<file path="config.mk">
export PLATFORM = sky130hd
export DESIGN_NAME = tbdht_home
export DESIGN_NICKNAME = d
export VERILOG_FILES = /design/src/rtl/thread_busy_depth_hash_table_defines.svh /design/src/rtl/tbdht_pkg.sv /design/src/rtl/tbdht_home.sv
export SDC_FILE = /design/constraint.sdc
export NUM_CORES = 1
export LEC_CHECK = 0
export ABC_AREA = 1
export BUFFER_PORTS_ARGS = -buffer_cell sky130_fd_sc_hd__buf_2
export CORE_AREA = 2 2 39 41
export CTS_BUF_LIST = sky130_fd_sc_hd__clkbuf_4 sky130_fd_sc_hd__clkbuf_8
export CTS_CLUSTER_DIAMETER = 80
export DETAILED_ROUTE_END_ITERATION = 12
export DIE_AREA = 0 0 41 43
export PLACE_DENSITY = 0.64
export SYNTH_ARGS = -nofsm -noshare
export SYNTH_HDL_FRONTEND = slang
export SYNTH_SLANG_ARGS = --single-unit
</file>
<file path="constraint.sdc">
create_clock -name clk -period 0.8 [get_ports clk]
set_clock_uncertainty 0.1 [all_clocks]
set_input_delay 0 -clock clk [delete_from_list [all_inputs] [get_ports clk]]
set_output_delay 0 -clock clk [all_outputs]
set_load 0.02 [all_outputs]
</file>
<file path="src/rtl/thread_busy_depth_hash_table_defines.svh">
// ---------------------------------------------------------------------------
// thread_busy_depth_hash_table_defines.svh
// assertion macros for the busy-depth hash table
// ---------------------------------------------------------------------------
`ifndef THREAD_BUSY_DEPTH_HASH_TABLE_DEFINES_SVH
`define THREAD_BUSY_DEPTH_HASH_TABLE_DEFINES_SVH

// same-cycle implication, checked out of reset
`define TBDHT_ASSERT_NOW(lbl, ante, cons, msg) \
  lbl: assert property (@(posedge clk) disable iff (!rst_n) (ante) |-> (cons)) \
    else $error(msg);

// next-cycle implication, checked out of reset
`define TBDHT_ASSERT_NEXT(lbl, ante, cons, msg) \
  lbl: assert property (@(posedge clk) disable iff (!rst_n) (ante) |=> (cons)) \
    else $error(msg);

`endif

</file>
<file path="src/rtl/tbdht_pkg.sv">
// ---------------------------------------------------------------------------
// tbdht_pkg
// shared types, constants and the saturating counter update
// ---------------------------------------------------------------------------
`default_nettype none

package tbdht_pkg;

  localparam int SLOTS_DEF  = 256;
  localparam int KEY_W      = 32;
  localparam int LEVEL_W    = 16;
  localparam int DELTA_W    = 8;
  localparam int SLOT_OUT_W = 8;
  localparam int HASH_W     = KEY_W - 2;
  localparam int HASH_STEP  = 3;

  typedef enum logic [2:0] {
    ST_CLEAR,
    ST_IDLE,
    ST_HASH,
    ST_PROBE,
    ST_READ
  } state_t;

  typedef enum logic {
    MODE_UPDATE = 1'b0,
    MODE_QUERY  = 1'b1
  } mode_t;

  // counter plus signed delta, clamped to the 16-bit signed range
  function automatic logic signed [LEVEL_W-1:0] sat_add(
    input logic signed [LEVEL_W-1:0] base,
    input logic signed [DELTA_W-1:0] delta
  );
    logic signed [LEVEL_W:0] sum;
    logic signed [LEVEL_W-1:0] res;
    sum = {base[LEVEL_W-1], base} + {{(LEVEL_W+1-DELTA_W){delta[DELTA_W-1]}}, delta};
    if (sum[LEVEL_W] != sum[LEVEL_W-1]) begin
      res = sum[LEVEL_W] ? {1'b1, {(LEVEL_W-1){1'b0}}} : {1'b0, {(LEVEL_W-1){1'b1}}};
    end else begin
      res = sum[LEVEL_W-1:0];
    end
    return res;
  endfunction

endpackage

`default_nettype wire

</file>
<file path="src/rtl/tbdht_home.sv">
// ---------------------------------------------------------------------------
// tbdht_home
// home slot of a key: (id >> 2) mod SLOTS, a mask for power-of-two sizes,
// otherwise a restoring remainder that takes STEP bits of the key per cycle
// ---------------------------------------------------------------------------
`default_nettype none

module tbdht_home #(
  parameter int SLOTS = tbdht_pkg::SLOTS_DEF,
  localparam int SW   = $clog2(SLOTS)
) (
  input  wire logic                          clk,
  input  wire logic                          rst_n,
  input  wire logic                          go,
  input  wire logic [tbdht_pkg::HASH_W-1:0]  key,
  output logic                               done,
  output logic [SW-1:0]                      home
);

  localparam bit POW2  = (SLOTS & (SLOTS - 1)) == 0;
  localparam int STEP  = tbdht_pkg::HASH_STEP;
  localparam int NSTEP = (tbdht_pkg::HASH_W + STEP - 1) / STEP;
  localparam int KW    = NSTEP * STEP;
  localparam int CW    = (NSTEP > 1) ? $clog2(NSTEP) : 1;

  logic          done_r;
  logic [SW-1:0] home_r;

  generate
    if (POW2) begin : g_mask
      // power of two: the low bits are the remainder
      always_ff @(posedge clk) begin
        if (!rst_n) begin
          done_r <= 1'b0;
        end else begin
          done_r <= go;
        end
      end

      always_ff @(posedge clk) begin
        if (go) begin
          home_r <= key[SW-1:0];
        end
      end
    end else begin : g_div
      logic          run_r;
      logic [CW-1:0] cnt_r;
      logic [KW-1:0] sh_r;
      logic [SW-1:0] rem_nxt;

      // STEP bits of the dividend per cycle, msb first
      always_comb begin
        logic [SW:0]   t;
        logic [SW-1:0] r;
        r = home_r;
        for (int j = 0; j < STEP; j++) begin
          t = {r, sh_r[KW-1-j]};
          if (t >= (SW+1)'(SLOTS)) begin
            t = t - (SW+1)'(SLOTS);
          end
          r = t[SW-1:0];
        end
        rem_nxt = r;
      end

      always_ff @(posedge clk) begin
        if (!rst_n) begin
          run_r  <= 1'b0;
          done_r <= 1'b0;
          cnt_r  <= '0;
        end else begin
          done_r <= 1'b0;
          if (go) begin
            run_r <= 1'b1;
            cnt_r <= '0;
          end else if (run_r) begin
            cnt_r <= cnt_r + 1'b1;
            if (cnt_r == CW'(NSTEP - 1)) begin
              run_r  <= 1'b0;
              done_r <= 1'b1;
            end
          end
        end
      end

      // partial remainder and shifting dividend
      always_ff @(posedge clk) begin
        if (go) begin
          home_r <= '0;
          sh_r   <= KW'(key);
        end else if (run_r) begin
          home_r <= rem_nxt;
          sh_r   <= sh_r << STEP;
        end
      end
    end
  endgenerate

  assign done = done_r;
  assign home = home_r;

endmodule

`default_nettype wire

</file>
==> results of run 1 <==
-- stage by stage --
stage	instance area (um^2)	hold slack [ps]	TNS, ps	util [%]
after floorplan	267.8	-6.547	0	-
after global placement	382.9	78.18	0	27.67
after detailed placement	382.9	78.60	0	27.67
after CTS	510.5	-49.33	-786.9	36.89
after global routing	541.8	-41.29	-956.6	39.15
final	541.8	-46.25	-647.6	39.15
-- flip-flops by register name (all words and copies together) (netlist names) --
register,flops
home,8
done,1
-- final cells by class --
class	count	area, um^2
Fill cell	131	842.1
Sequential cell	9	261.5
Timing Repair Buffer	28	222.7
Clock buffer	4	30.03
Tap cell	16	20.02
Multi-Input combinational cell	1	3.754
Inverter	1	3.754
-- layer usage --
metal	track usage (%)	share of wire [%]	vias to the layer above
met4	8.000	1.3	0
met3	5.236	14	2
met2	11.56	43	20
met5	0	0	-
met1	9.184	41	84
li1	-	-	104
-- layout by cell type (no fill, tap or decap) --
cell type / netlist / layout
edfxtp_1: 8 / 8
clkbuf_4: 0 / 4
dlygate4sd3_1: 0 / 9
inv_1: 1 / 1
dfxtp_2: 0 / 1
nand2_1: 1 / 1
buf_6: 0 / 6
buf_2: 0 / 13
-- cell families (layout without fill, tap and decap cells) --
family	after synthesis	in the layout	share of synthesized area, %
flip-flops	9	9	97.20
buffers and inverters	1	33	1.401
AND/OR/NAND/NOR	1	1	1.401
-- power by group --
| group | total, mW | switching, mW | internal [mW] |
|---|---|---|---|
| clock network | 0.363 | 0.138 | 0.225 |
| logic | 0.170 | 0.0757 | 0.0945 |
| registers | 0.568 | 0.0152 | 0.552 |
-- worst max path at each step --
| stage | from | cells past startpoint | slack [ps] | end |
|---|---|---|---|---|
| 4_1_cts | home[7]$_DFFE_PP_ | 1 | -120 | home[7] |
| 2_1_floorplan | home[0]$_DFFE_PP_ | 0 | 250 | home[0] |
| 3_3_place_gp | home[3]$_DFFE_PP_ | 1 | 170 | home[3] |
| 5_1_grt | home[3]$_DFFE_PP_ | 1 | -140 | home[3] |
| 3_5_place_dp | home[7]$_DFFE_PP_ | 1 | 160 | home[7] |
| 6_report | home[7]$_DFFE_PP_ | 1 | -100 | home[7] |
-- repair_timing --
action,in CTS,in global routing
pin swaps,0,0
gates resized for setup,3,10
setup endpoints to repair,9,9
endpoints found under the hold margin,17,9
==> impl_metrics.json, run 1 <==
{
  "status": "finished with violations",
  "violations": "hold timing, setup timing",
  "timing.final.ws_setup_ps": -100.3,
  "critPathKind": "flip-flop to output pin",
  "initial_core_util_pct": 19.35,
  "tightest_slew_ps": 178.7,
  "min_to": "done$_SDFF_PN0_",
  "syn_to_final_growth_pct": 102.3,
  "dpl.cell_count": 46,
  "ys_warn_count": 0,
  "slowest_stage": "edfxtp_1",
  "pin_count": 42,
  "worst_ep_arrival_time_ps": 800,
  "routedWlPerCell_um": 10.25,
  "netlist.area_leader.share_pct": 89.72,
  "htree_levels": 1,
  "ir_drop_v": 0.0009757,
  "die_area_um2": 1763,
  "fin_cells": 59,
  "grt_overflow": 0,
  "grt_max_degree": 10,
  "final-hold-violation-count": 9,
  "max_freq_mhz": 1111,
  "gp_congestion": 0.6764,
  "grt_pass1_wl_um": 883,
  "cts_setup_buffers": 0,
  "hold_ws_ps": -46.25,
  "synth_edf_count": 8,
  "synthFlopType": "edfxtp_1",
  "leakage_nw": 0.2404,
  "crit_family": "flip-flops",
  "cts-root-buf": "clkbuf_4",
  "hp-class": "input port to flip-flop",
  "cts_sinks": 9,
  "post-place-ws_ps": 162.5,
  "die_h_um": 43,
  "num_vias": 210,
  "hp-start": "go",
  "synth_seq_area_share_pct": 97.20,
  "crit_chain": "buf_6",
  "nNetsFinal": 77,
  "cp.required_ps": 700,
  "p_total_mw": 1.100,
  "drv_cap": 0,
  "cts_made_buffers": 3,
  "first_global_vias": 232,
  "grtUsageTotal_pct": 8.784,
  "cts.clk_slew.worst_paths_ps": 60,
  "antenna_cells": 0,
  "synth.distinct_cells": 4,
  "setup.worst_path.start_class": "flip-flop",
  "drt_iter0_drc": 1,
  "min_period_ps": 900.3,
  "rsz0062_at_grt": "true",
  "report.final.slew_viol_count": 0,
  "final_layout_size_suffix_gt1_share_pct": 55.81,
  "cts_buffer_depth": 2,
  "holdPathStages": 3,
  "ant_nets": 0,
  "synth_area_leaders": "edfxtp_1, dfxtp_1, inv_1",
  "critPathMaxFanout": 1,
  "slowest_delay_ps": 400,
  "synth_most_common_cell": "edfxtp_1",
  "syn_avg_cell_area_um2": 24.34,
  "period_share_pct": 112.5,
  "core_um2": 1384,
  "synth.largest_area_cell": "edfxtp_1",
  "viasPerCell": 3.559,
  "finalSetupViolCount": 8,
  "rows": 14,
  "ctsHoldBuffers": 9,
  "async_flop_share_pct": 0,
  "drcViolationCount": 0,
  "synth_fp_nets": 44,
  "drt_wl_total_um": 605,
  "maxSlewHeadroom_pct": 88.08,
  "power.density_nw_per_um2": 2031,
  "path_buf_inv": 1,
  "synthTopCellsByCount": "edfxtp_1, dfxtp_1, inv_1, nand2_1",
  "synth_seq_cells": 9,
  "postSynthCellCount": 11,
  "tritoncts": "done",
  "port_buffers": 19,
  "die_w_um": 41,
  "syn_area_um2": 267.8,
  "antenna_found_initial": 0,
  "cp-end-kind": "output pin",
  "drtPass1Iterations": 3
}
Power figures use the tool's default switching activity.
==> run 2: changes to the inputs <==
Settings changed: CTS_BUF_LIST sky130_fd_sc_hd__clkbuf_4 sky130_fd_sc_hd__clkbuf_8 to sky130_fd_sc_hd__clkbuf_8, PLACE_DENSITY 0.64 to 0.62, TNS_END_PERCENT set to 30.
==> run 2 against run 1 <==
Compared with the run above:
- the run still ends with hold timing, setup timing left
- critical path depth unchanged
- first-iteration DRC count rose to 7.0 times the previous value
- wire length up 13%
- setup slack better by 27 ps
- die area unchanged
- critical path type unchanged
- largest power group unchanged
==> impl_metrics.json, run 2 (same netlist as run 1, synthesis figures left out) <==
{
  "dpl.cell_count": 46,
  "nNetsFinal": 77,
  "multiInputGateArea_um2": 3.754,
  "drv_cap": 0,
  "cts-root-buf": "clkbuf_8",
  "slowest_delay_ps": 390,
  "drtPass1Iterations": 2,
  "period_share_pct": 109.2,
  "crit_family": "flip-flops",
  "tightest_slew_ps": 193.8,
  "cts_sinks": 9,
  "drcViolationCount": 0,
  "ant_nets": 0,
  "htree_levels": 1,
  "critPathMaxFanout": 1,
  "antenna_cells": 0,
  "port_buffers": 19,
  "ir_drop_v": 0.001100,
  "fin_cells": 59,
  "min_period_ps": 873.5,
  "drt_iter0_drc": 7,
  "routedWlPerCell_um": 11.58,
  "setup.worst_path.start_class": "flip-flop",
  "core_um2": 1384,
  "power.density_nw_per_um2": 2304,
  "report.final.slew_viol_count": 0,
  "status": "finished with violations",
  "rows": 14,
  "critPathKind": "flip-flop to output pin",
  "cts.clk_slew.worst_paths_ps": 40,
  "drt_wl_total_um": 683,
  "final-hold-violation-count": 1,
  "post-place-ws_ps": 170.1,
  "die_h_um": 43,
  "cp-end-kind": "output pin",
  "first_global_vias": 243,
  "crit_chain": "buf_6",
  "tritoncts": "done",
  "cp.required_ps": 700,
  "violations": "hold timing, setup timing",
  "hold_ws_ps": -9.921,
  "wl_met1_um": 285,
  "finalSetupViolCount": 8,
  "fin_area_um2": 530.5,
  "die_w_um": 41,
  "grt_overflow": 0,
  "die_area_um2": 1763,
  "pin_count": 42,
  "worst_ep_arrival_time_ps": 770,
  "grt_max_degree": 10,
  "mostFrequentLayoutCells": "buf_2, dlygate4sd3_1, edfxtp_1",
  "cts_buffer_depth": 2,
  "timing.final.ws_setup_ps": -73.50,
  "antenna_found_initial": 0,
  "initial_core_util_pct": 19.35,
  "max_freq_mhz": 1145,
  "route.met3.wl_um": 99,
  "regArea_um2": 260.3,
  "grt_pass1_wl_um": 959,
  "leakage_nw": 0.2409,
  "final_layout_size_suffix_gt1_share_pct": 51.16,
  "syn_to_final_growth_pct": 98.13,
  "dpl-instance-area_um2": 382.9,
  "cts_made_buffers": 3,
  "rsz0062_at_grt": "true",
  "top_layer": "met3",
  "maxSlewHeadroom_pct": 87.08,
  "slowest_stage": "edfxtp_1",
  "hp-class": "input port to flip-flop",
  "largest_register_ffs": 8,
  "viasPerCell": 3.712,
  "wl_met2_um": 298,
  "path_buf_inv": 1,
  "fillers": 131,
  "num_vias": 219,
  "mostFrequentLayoutCell": "buf_2",
  "grtUsageTotal_pct": 9.202,
  "gp_congestion": 0.6948
}
## run 2: cell types whose count changed in the layout (fill, tap and decap cells not counted), sizes merged
cell    before  now
clkbuf       4    3
inv          1    2
## run 2: timing repair
action,in CTS,in global routing
resized for setup,0,4
setup buffers,0,0
endpoints found under the setup margin,8,8
hold endpoints to repair,9,0
hold buffers,9,0
## run 2: layout make-up
cell class / instances / area share (%)
clock buffers: 3 / 7.783
repair buffers: 28 / 37.26
clock inverters: 1 / 0.7075
multi-input cells: 1 / 0.7075
flip-flops and latches: 9 / 49.06
inverters: 1 / 0.7075
well taps: 16 / 3.774
## run 2: path summary, 6_finish.rpt
check  depth (start not counted)               to         startpoint
max                            1          home[4]  home[4]$_DFFE_PP_
min                            3  done$_SDFF_PN0_                 go
## run 2: metrics by stage
| stage | utilization [%] | hold slack (ps) | total power, mW | TNS [ps] |
|---|---|---|---|---|
| 6_report | 38.34 | -9.921 | 1.222 | -436.8 |
| 5_1_grt | 38.34 | 7.084 | 1.273 | -676.9 |
| 4_1_cts | 37.43 | -17.47 | 1.223 | -516.5 |
| 3_5_place_dp | 27.67 | 78.10 | 0.6843 | 0 |
| 3_3_place_gp | 27.67 | 78.29 | 0.6824 | 0 |
| 2_1_floorplan | - | -6.547 | 0.6190 | 0 |
## run 2: routing by layer
layer	global-route usage, %	vias up
li1	-	103
met4	6.000	0
met1	8.874	94
met2	13.13	22
met3	6.806	0
met5	0	-
## run 2: report_power, final
group          internal (mW)  switching [mW]
Combinational         0.0780          0.0780
Sequential             0.553          0.0115
Clock                  0.333           0.168
Total                  0.964           0.258
